File: src/hw/rtl/cst_pkg.sv
`default_nettype none
package cst_pkg;
   localparam int USER_SEMS  = 8;
   localparam int TOTAL_SEMS = 16;
   localparam int WAIT_DEPTH = 16;
   localparam int SEM_W  = 4;
   localparam int POS_W  = $clog2(WAIT_DEPTH);
   localparam int LEN_W  = $clog2(WAIT_DEPTH + 1);
   localparam int ADDR_W = $clog2(TOTAL_SEMS * WAIT_DEPTH);
   localparam int QDEPTH = 2;

   localparam logic [2:0] OP_OPEN  = 3'd0;
   localparam logic [2:0] OP_FIRST = 3'd1;
   localparam logic [2:0] OP_WAIT  = 3'd2;
   localparam logic [2:0] OP_POST  = 3'd3;
   localparam logic [2:0] OP_POSTZ = 3'd4;
   localparam logic [2:0] OP_CLOSE = 3'd5;
   localparam logic [2:0] OP_REMOVE = 3'd6;
   localparam logic [2:0] OP_NONE  = 3'd7;

   localparam logic [2:0] ST_OK        = 3'd0;
   localparam logic [2:0] ST_INVALID   = 3'd1;
   localparam logic [2:0] ST_NOT_OPEN  = 3'd2;
   localparam logic [2:0] ST_QFULL     = 3'd3;
   localparam logic [2:0] ST_NONE_FREE = 3'd4;
   localparam logic [2:0] ST_REFS_FULL = 3'd5;

   typedef struct packed {
      logic [2:0]  operation;
      logic [3:0]  sem_id;
      logic        id_valid;
      logic [15:0] initial_value;
      logic [7:0]  waiter_id;
   } cmd_type;
endpackage
`default_nettype wire

File: src/hw/rtl/cst_front.sv
`default_nettype none
module cst_front (
   input  wire logic             clock,
   input  wire logic             reset,
   input  wire logic             start,
   output logic                  busy,
   input  wire logic [2:0]       req_operation,
   input  wire logic [3:0]       req_sem_id,
   input  wire logic             req_kernel_space,
   input  wire logic [15:0]      req_initial_value,
   input  wire logic [7:0]       req_waiter_id,
   output logic                  q_valid,
   output cst_pkg::cmd_type      q_cmd,
   input  wire logic             q_pop
);
   cst_pkg::cmd_type q_ff [cst_pkg::QDEPTH];
   logic [0:0] wr_ff, wr_in, rd_ff, rd_in;
   logic [1:0] cnt_ff, cnt_in;
   logic       push, ok;

   assign busy = (cnt_ff == 2'(cst_pkg::QDEPTH));
   assign push = start && !busy;

   always_comb begin
      ok = 32'(req_sem_id) < cst_pkg::TOTAL_SEMS;
      if (req_operation != cst_pkg::OP_REMOVE) begin
         if (req_kernel_space) ok = ok && 32'(req_sem_id) >= cst_pkg::USER_SEMS;
         else ok = ok && 32'(req_sem_id) < cst_pkg::USER_SEMS;
      end
   end

   assign q_valid = cnt_ff != 2'd0;
   assign q_cmd   = q_ff[rd_ff];
   assign wr_in   = push ? wr_ff + 1'b1 : wr_ff;
   assign rd_in   = q_pop ? rd_ff + 1'b1 : rd_ff;
   assign cnt_in  = cnt_ff + {1'b0, push} - {1'b0, q_pop};

   always_ff @(posedge clock) begin
      if (push) begin
         q_ff[wr_ff] <= '{req_operation, req_sem_id, ok, req_initial_value, req_waiter_id};
      end
      if (reset) begin
         wr_ff <= '0; rd_ff <= '0; cnt_ff <= '0;
      end else begin
         wr_ff <= wr_in; rd_ff <= rd_in; cnt_ff <= cnt_in;
      end
   end
endmodule
`default_nettype wire

File: src/hw/rtl/cst_back.sv
`default_nettype none
module cst_back (
   input  wire logic            clock,
   input  wire logic            reset,
   input  wire logic            q_valid,
   input  wire cst_pkg::cmd_type q_cmd,
   output logic                 q_pop,
   output logic                 rsp_strobe,
   output logic [2:0]           rsp_status,
   output logic [3:0]           rsp_granted_id,
   output logic                 rsp_caller_blocks,
   output logic                 rsp_woken_valid,
   output logic [7:0]           rsp_woken_id,
   output logic                 rsp_last
);
   localparam int TS = cst_pkg::TOTAL_SEMS;
   localparam int PW = cst_pkg::POS_W;
   localparam int LW = cst_pkg::LEN_W;
   localparam int AW = cst_pkg::ADDR_W;

   typedef enum logic [5:0] {
      S_IDLE  = 6'b000001,
      S_EXEC  = 6'b000010,
      S_POP   = 6'b000100,
      S_POPO  = 6'b001000,
      S_RMRD  = 6'b010000,
      S_RMCHK = 6'b100000
   } state_type;

   state_type   st_ff, st_in;
   logic [15:0] cnt_ff [TS];
   logic [7:0]  refs_ff [TS];
   logic [PW-1:0] head_ff [TS];
   logic [LW-1:0] len_ff [TS];
   logic [7:0]  mem [TS * cst_pkg::WAIT_DEPTH];
   logic [7:0]  rd_ff;
   cst_pkg::cmd_type c_ff;
   logic [LW-1:0] i_ff;
   logic        found_ff;
   logic [3:0]  s;
   logic [7:0]  s_refs;
   logic [15:0] s_cnt;
   logic [PW-1:0] s_head;
   logic [LW-1:0] s_len;
   logic        mem_we, mem_re;
   logic [AW-1:0] mem_wa, mem_ra;
   logic [7:0]  mem_wd;
   logic [3:0]  free_id;
   logic        free_ok;

   assign s      = c_ff.sem_id;
   assign s_refs = refs_ff[s];
   assign s_cnt  = cnt_ff[s];
   assign s_head = head_ff[s];
   assign s_len  = len_ff[s];

   function automatic logic [AW-1:0] slot(input logic [3:0] sm, input logic [LW-1:0] p);
      logic [AW-1:0] b;
      b = AW'(32'(sm) * cst_pkg::WAIT_DEPTH);
      return b + AW'(p[PW-1:0]);
   endfunction

   always_comb begin
      free_ok = 1'b0; free_id = '0;
      for (int k = cst_pkg::USER_SEMS - 1; k >= 0; k--) begin
         if (k < TS && k < 16 && refs_ff[k] == 8'd0) begin
            free_ok = 1'b1; free_id = 4'(k);
         end
      end
   end

   always_ff @(posedge clock) begin
      if (mem_we) mem[mem_wa] <= mem_wd;
      if (mem_re) rd_ff <= mem[mem_ra];
   end

   always_comb begin
      st_in = st_ff; q_pop = 1'b0;
      mem_we = 1'b0; mem_wa = '0; mem_wd = c_ff.waiter_id;
      mem_re = 1'b0; mem_ra = slot(s, LW'(s_head) + i_ff);
      case (st_ff)
         S_IDLE: if (q_valid) begin q_pop = 1'b1; st_in = S_EXEC; end
         S_EXEC: begin
            st_in = S_IDLE;
            if (c_ff.operation == cst_pkg::OP_REMOVE) begin
               if (c_ff.id_valid && s_len != '0) begin
                  mem_re = 1'b1; st_in = S_RMRD;
               end
            end else if (c_ff.operation inside {cst_pkg::OP_WAIT, cst_pkg::OP_POST,
                         cst_pkg::OP_POSTZ, cst_pkg::OP_CLOSE} && c_ff.id_valid &&
                         s_refs != 8'd0) begin
               case (c_ff.operation)
                  cst_pkg::OP_WAIT: if (s_cnt == 16'd0 && 32'(s_len) < cst_pkg::WAIT_DEPTH) begin
                     mem_we = 1'b1; mem_wa = slot(s, LW'(s_head) + s_len);
                  end
                  cst_pkg::OP_POST, cst_pkg::OP_POSTZ:
                     if ((c_ff.operation == cst_pkg::OP_POST || s_cnt == 16'd0) && s_len != '0) begin
                        mem_re = 1'b1; mem_ra = slot(s, LW'(s_head)); st_in = S_POPO;
                     end
                  cst_pkg::OP_CLOSE: if (s_refs == 8'd1 && s_len != '0) begin
                     mem_re = 1'b1; mem_ra = slot(s, LW'(s_head)); st_in = S_POP;
                  end
                  default: ;
               endcase
            end
         end
         S_POPO: st_in = S_IDLE;
         S_POP: begin
            if (s_len > LW'(1)) begin
               mem_re = 1'b1; mem_ra = slot(s, LW'(s_head) + LW'(1));
            end else st_in = S_IDLE;
         end
         S_RMRD: st_in = S_RMCHK;
         S_RMCHK: begin
            // found: shift entry i down to i-1; else compare
            if (found_ff || rd_ff == c_ff.waiter_id) begin
               if (found_ff) begin
                  mem_we = 1'b1; mem_wa = slot(s, LW'(s_head) + i_ff - LW'(1)); mem_wd = rd_ff;
               end
            end
            if (i_ff + LW'(1) < s_len) begin
               mem_re = 1'b1; mem_ra = slot(s, LW'(s_head) + i_ff + LW'(1)); st_in = S_RMRD;
            end else st_in = S_IDLE;
         end
         default: st_in = S_IDLE;
      endcase
   end

   always_ff @(posedge clock) begin
      rsp_strobe <= 1'b0;
      rsp_status <= cst_pkg::ST_OK; rsp_granted_id <= '0; rsp_caller_blocks <= 1'b0;
      rsp_woken_valid <= 1'b0; rsp_woken_id <= '0; rsp_last <= 1'b1;
      if (st_ff == S_IDLE && q_valid) begin
         c_ff <= q_cmd; i_ff <= '0; found_ff <= 1'b0;
      end
      case (st_ff)
         S_EXEC: begin
            if (c_ff.operation == cst_pkg::OP_FIRST) begin
               rsp_strobe <= 1'b1;
               if (free_ok) begin
                  rsp_granted_id <= free_id;
                  refs_ff[free_id] <= 8'd1; cnt_ff[free_id] <= c_ff.initial_value;
                  head_ff[free_id] <= '0; len_ff[free_id] <= '0;
               end else rsp_status <= cst_pkg::ST_NONE_FREE;
            end else if (c_ff.operation == cst_pkg::OP_REMOVE) begin
               if (!c_ff.id_valid) begin
                  rsp_strobe <= 1'b1; rsp_status <= cst_pkg::ST_INVALID;
               end else if (s_len == '0) rsp_strobe <= 1'b1;
            end else if (c_ff.operation == cst_pkg::OP_NONE) begin
               rsp_strobe <= 1'b1;
            end else if (!c_ff.id_valid) begin
               rsp_strobe <= 1'b1; rsp_status <= cst_pkg::ST_INVALID;
            end else if (c_ff.operation == cst_pkg::OP_OPEN) begin
               rsp_strobe <= 1'b1;
               if (s_refs != 8'd0) begin
                  if (s_refs == 8'hFF) rsp_status <= cst_pkg::ST_REFS_FULL;
                  else refs_ff[s] <= s_refs + 8'd1;
               end else begin
                  refs_ff[s] <= 8'd1; cnt_ff[s] <= c_ff.initial_value;
                  head_ff[s] <= '0; len_ff[s] <= '0;
               end
            end else if (s_refs == 8'd0) begin
               rsp_strobe <= 1'b1; rsp_status <= cst_pkg::ST_NOT_OPEN;
            end else begin
               case (c_ff.operation)
                  cst_pkg::OP_WAIT: begin
                     rsp_strobe <= 1'b1;
                     if (s_cnt != 16'd0) cnt_ff[s] <= s_cnt - 16'd1;
                     else if (32'(s_len) >= cst_pkg::WAIT_DEPTH) rsp_status <= cst_pkg::ST_QFULL;
                     else begin
                        len_ff[s] <= s_len + LW'(1); rsp_caller_blocks <= 1'b1;
                     end
                  end
                  cst_pkg::OP_POST, cst_pkg::OP_POSTZ: begin
                     if (c_ff.operation == cst_pkg::OP_POST || s_cnt == 16'd0) begin
                        if (s_len == '0) begin
                           rsp_strobe <= 1'b1;
                           if (s_cnt != 16'hFFFF) cnt_ff[s] <= s_cnt + 16'd1;
                        end
                     end else rsp_strobe <= 1'b1;
                  end
                  default: begin
                     refs_ff[s] <= s_refs - 8'd1;
                     if (!(s_refs == 8'd1 && s_len != '0)) rsp_strobe <= 1'b1;
                  end
               endcase
            end
         end
         S_POPO, S_POP: begin
            rsp_strobe <= 1'b1; rsp_woken_valid <= 1'b1; rsp_woken_id <= rd_ff;
            len_ff[s] <= s_len - LW'(1);
            head_ff[s] <= s_head + PW'(1);
            if (st_ff == S_POP) begin
               rsp_last <= (s_len == LW'(1));
               if (s_len == LW'(1)) head_ff[s] <= '0;
            end
         end
         S_RMCHK: begin
            if (!found_ff && rd_ff == c_ff.waiter_id) found_ff <= 1'b1;
            i_ff <= i_ff + LW'(1);
            if (!(i_ff + LW'(1) < s_len)) begin
               rsp_strobe <= 1'b1;
               if (found_ff || rd_ff == c_ff.waiter_id) len_ff[s] <= s_len - LW'(1);
            end
         end
         default: ;
      endcase
      if (reset) begin
         st_ff <= S_IDLE; rsp_strobe <= 1'b0;
         for (int k = 0; k < TS; k++) begin
            cnt_ff[k] <= '0; refs_ff[k] <= '0; head_ff[k] <= '0; len_ff[k] <= '0;
         end
      end else st_ff <= st_in;
   end
endmodule
`default_nettype wire

File: src/hw/rtl/counting_semaphore_table.sv
`default_nettype none
// Table of counting semaphores with per-semaphore waiter FIFOs. Commands enter a two-deep
// queue; busy is high only when it is full. The execution unit takes a command from the queue
// only when idle, then executes it; a post that wakes a waiter adds a pop step, a last close
// pops its waiters one at a time, and a remove walks the queued entries with a read step,
// then a compare-and-shift step, per entry. Results appear for exactly one cycle on
// rsp_strobe and cannot be held off; rsp_last marks the final beat.
module counting_semaphore_table (
   input  wire logic        clock,
   input  wire logic        reset,
   input  wire logic        start,
   output logic             busy,
   input  wire logic [2:0]  req_operation,
   input  wire logic [3:0]  req_sem_id,
   input  wire logic        req_kernel_space,
   input  wire logic [15:0] req_initial_value,
   input  wire logic [7:0]  req_waiter_id,
   output logic             rsp_strobe,
   output logic [2:0]       rsp_status,
   output logic [3:0]       rsp_granted_id,
   output logic             rsp_caller_blocks,
   output logic             rsp_woken_valid,
   output logic [7:0]       rsp_woken_id,
   output logic             rsp_last
);
   logic             q_valid, q_pop;
   cst_pkg::cmd_type q_cmd;

   cst_front u_front (.clock, .reset, .start, .busy, .req_operation, .req_sem_id,
      .req_kernel_space, .req_initial_value, .req_waiter_id, .q_valid, .q_cmd, .q_pop);

   cst_back u_back (.clock, .reset, .q_valid, .q_cmd, .q_pop, .rsp_strobe, .rsp_status,
      .rsp_granted_id, .rsp_caller_blocks, .rsp_woken_valid, .rsp_woken_id, .rsp_last);
endmodule
`default_nettype wire

File: config.mk
export PLATFORM = sky130hd
export DESIGN_NAME = counting_semaphore_table
export DESIGN_NICKNAME = d
export VERILOG_FILES = /design/src/hw/rtl/cst_pkg.sv /design/src/hw/rtl/cst_front.sv /design/src/hw/rtl/cst_back.sv /design/src/hw/rtl/counting_semaphore_table.sv
export SDC_FILE = /design/constraint.sdc
export NUM_CORES = 2
export LEC_CHECK = 0
export ABC_AREA = 1
export ABC_CLOCK_PERIOD_IN_PS = 17350
export BUFFER_PORTS_ARGS = -buffer_cell sky130_fd_sc_hd__buf_2
export CAP_MARGIN = 10
export CORE_UTILIZATION = 35
export CTS_CLUSTER_SIZE = 12
export DETAILED_ROUTE_END_ITERATION = 7
export GPL_ROUTABILITY_DRIVEN = 1
export SLEW_MARGIN = 20
export SYNTH_ARGS = -nofsm -noshare
export SYNTH_HDL_FRONTEND = slang
export SYNTH_HIERARCHICAL = 1
export SYNTH_SLANG_ARGS = --single-unit
File: constraint.sdc
create_clock -name clock -period 17.35 [get_ports clock]
set_input_delay 0.8675 -clock clock [delete_from_list [all_inputs] [get_ports clock]]
set_output_delay 0.8675 -clock clock [all_outputs]
set_load 0.02 [all_outputs]
==> results by group <==
Detailed routing
  – Post-route ant nets: 0
  – Final WL: 356600 um
  – Number of vias per cell: 5.303
  – Drt wl/cell: 21.42 um
  – Drt pass-1 iters: 7
  – DRT iter0 DRCs: 10450
  – Drt drc: 0
  – Via count: 88280

Clock network
  – Cts hold-fix bufs: 0
  – Num CTS Buffers: 294
  – Gates resized, CTS repair: 0
  – Clk_lat worst skew: 920 ps
  – Max H-tree Level: 5
  – TritonCTS clock tree: done
  – Post-CTS Setup Repair Bufs: 0
  – Clk slew on worst S/H paths: 60 ps
  – Clk root buf: clkbuf_16
  – Clk sinks: 2719
  – Max Buffers Root-to-Sink: 4

Place
  – GPL Wtd Cong: 0.8526
  – IO Port Bufs: 53
  – Placed cell count: 16140
  – Hpwl dp: 194500 um

Synth
  – Cell Area, Synth: 120700 sq um
  – Post-synth EDFFs: 2157
  – Syn_area_per_cell: 9.877 sq um
  – FF+latch count, synth: 2719
  – Synth Warn #: 6
  – Synth Instances: 12220
  – Post-Syn Nets: 12280
  – Post-synth cell types: 66
  – Main synth FF type: edfxtp_1
  – FFs w/ async S/R, synth: 0
  – Sequential-to-total area share from yosys stat: 0.6299

Floorplan
  – Die Area: 347200 sq um
  – Die X: 589.2 um
  – Die Y: 589.2 um
  – Starting Density: 0.3519
  – Num ports: 55
  – CORE AREA: 343000 sq um
  – Row count: 215

Timing
  – Fin crit share: 0.5726
  – Slew HR: 0.06848
  – Minimum clock period: 9934 ps
  – Clock Skews: 98.20 ps
  – Max Fclk: 100.7 MHz
  – Max-slew violations: 0
  – Fin. Hold Viols: 0
  – Setup TNS Final: 0 ps
  – Setup-failing EPs final: 0
  – RSZ-0062 raised after global routing: no
  – Tightest Pin Transition: 1397 ps

Worst setup path
  – Worst setup SP type: flip-flop
  – CP required: 18000 ps
  – CP Class: reg2reg
  – Critical path arrival: 10580 ps
  – CP Capture Type: flip-flop
  – Slowest cell on crit path: buf_4
  – Worst Path Max Fanout: 196
  – Crit-path max cell delay: 890 ps

Final layout
  – Final cell count without fillers: 16650
  – Share of cells above drive strength 1: 0.06363
  – Multi-input gate area: 36730 sq um
  – Nets: 11940
  – Reg area: 76040 sq um
  – Fill cell count: 33350
  – Area growth syn-to-layout: 10.23%

Global routing
  – First-pass GRT wire length: 532400 um
  – Vias in the first global route: 81510
  – Antenna violations before repair: 11
  – Largest net degree at the start of global routing: 283
  – Total GRT Usage: 0.1986
  – Grt total ovfl: 0

Job
  – Max-cap viol count: 0

Hold path
  – HP Class: in2reg

Run status
  – Status: completed
layout by cell type, fill, tap and decap left out, types with 88 or more instances in the layout:
| cell | n |
|---|---|
| buf_4 | 124 |
| nand2_1 | 2601 |
| dfxtp_1 | 557 |
| clkbuf_16 | 306 |
| edfxtp_1 | 2157 |
| o21ai_1 | 108 |
| o21ai_0 | 553 |
| o211ai_1 | 171 |
| a21oi_1 | 497 |
| nand3b_1 | 363 |
| clkbuf_1 | 88 |
| nand3_1 | 2254 |
| inv_1 | 1035 |
| nor2_1 | 672 |
routing by layer:
layer,wire length (um),global-route usage
met5,21,0
met4,10220,0.06058
met3,30540,0.03103
met2,162100,0.3105
met1,153700,0.2828
state kept, by name, summed over array words and instances (netlist names), 2 cells and up, named ones only:
| register | count |
|---|---|
| u_back/mem | 2048 |
| u_back/cnt_ff | 256 |
| u_back/refs_ff | 128 |
| u_back/len_ff | 80 |
| u_back/head_ff | 64 |
| u_front/q_ff | 64 |
| u_back/c_ff | 28 |
| u_back/rd_ff | 8 |
| u_back/rsp_woken_id | 8 |
| u_back/st_ff | 6 |
| u_back/i_ff | 5 |
| u_back/s | 4 |
| u_back/rsp_granted_id | 3 |
| u_back/rsp_status | 3 |
| u_front/cnt_ff | 2 |
through the flow:
| stage | cell area, sq um | hold slack (ps) | util | setup slack, ps |
|---|---|---|---|---|
| global placement | 124100 | 437.8 | 0.3618 | 7729 |
| floorplan | 120700 | 424.4 | - | 3293 |
| detailed placement | 124100 | 443.4 | 0.3618 | 7757 |
| CTS | 133000 | 100.1 | 0.3877 | 7727 |
| finish | 133000 | 164.7 | 0.3878 | 7416 |
| global route | 133000 | 130.8 | 0.3878 | 6855 |
logic make-up after synthesis:
logic type	share of synthesized area
AND/OR/NAND/NOR	0.2265
other	0.00003107
adder cells (fa/ha/maj)	0.003027
AO/OA/AOI/OAI	0.06577
XOR/XNOR	0.003256
multiplexers	0.003919
buffers and inverters	0.06755
flip-flops	0.6299
cells in the mapped netlist (61+ instances only):
cell type,n,area share
nand2_1,2621,0.082
nand3_1,2254,0.093
edfxtp_1,2157,0.54
inv_1,1039,0.032
nor2_1,676,0.021
o21ai_0,564,0.023
dfxtp_1,562,0.093
a21oi_1,497,0.021
buf_2,390,0.016
nand3b_1,363,0.023
clkbuf_1,314,0.0098
o211ai_1,171,0.011
o21ai_1,105,0.0044
buf_4,61,0.0038
final cells by class:
cell class | count | area share
tap | 4557 | 0.04286
clock buffer | 398 | 0.06046
timing repair buffer | 196 | 0.01191
sequential | 2719 | 0.5716
clock inverter | 108 | 0.006358
inverter | 1076 | 0.03060
multi-input combinational | 7588 | 0.2761
antenna | 5 | 0.00009406
worst max-delay path, delay by kind of cell, from the launching register on:
kind | cells | cell delay (ps)
flops | 1 | 500
buf+inv | 6 | 4240
simple gates | 27 | 4200
final timing paths:
kind,startpoint,end,slack [ps],cells after the start
hold reg to reg,u_back/cnt_ff[0][3],u_back/cnt_ff[0][3],450,2
setup reg to reg,flip-flop,u_back/rd_ff[2],7420,33
setup / recovery,flip-flop,u_back/rd_ff[2],7420,33
hold / removal,req_waiter_id[4],u_front/q_ff[0][4],160,1
Power is not shown: default switching activity piles up to over one toggle a cycle in this logic, so the estimate is an artifact.
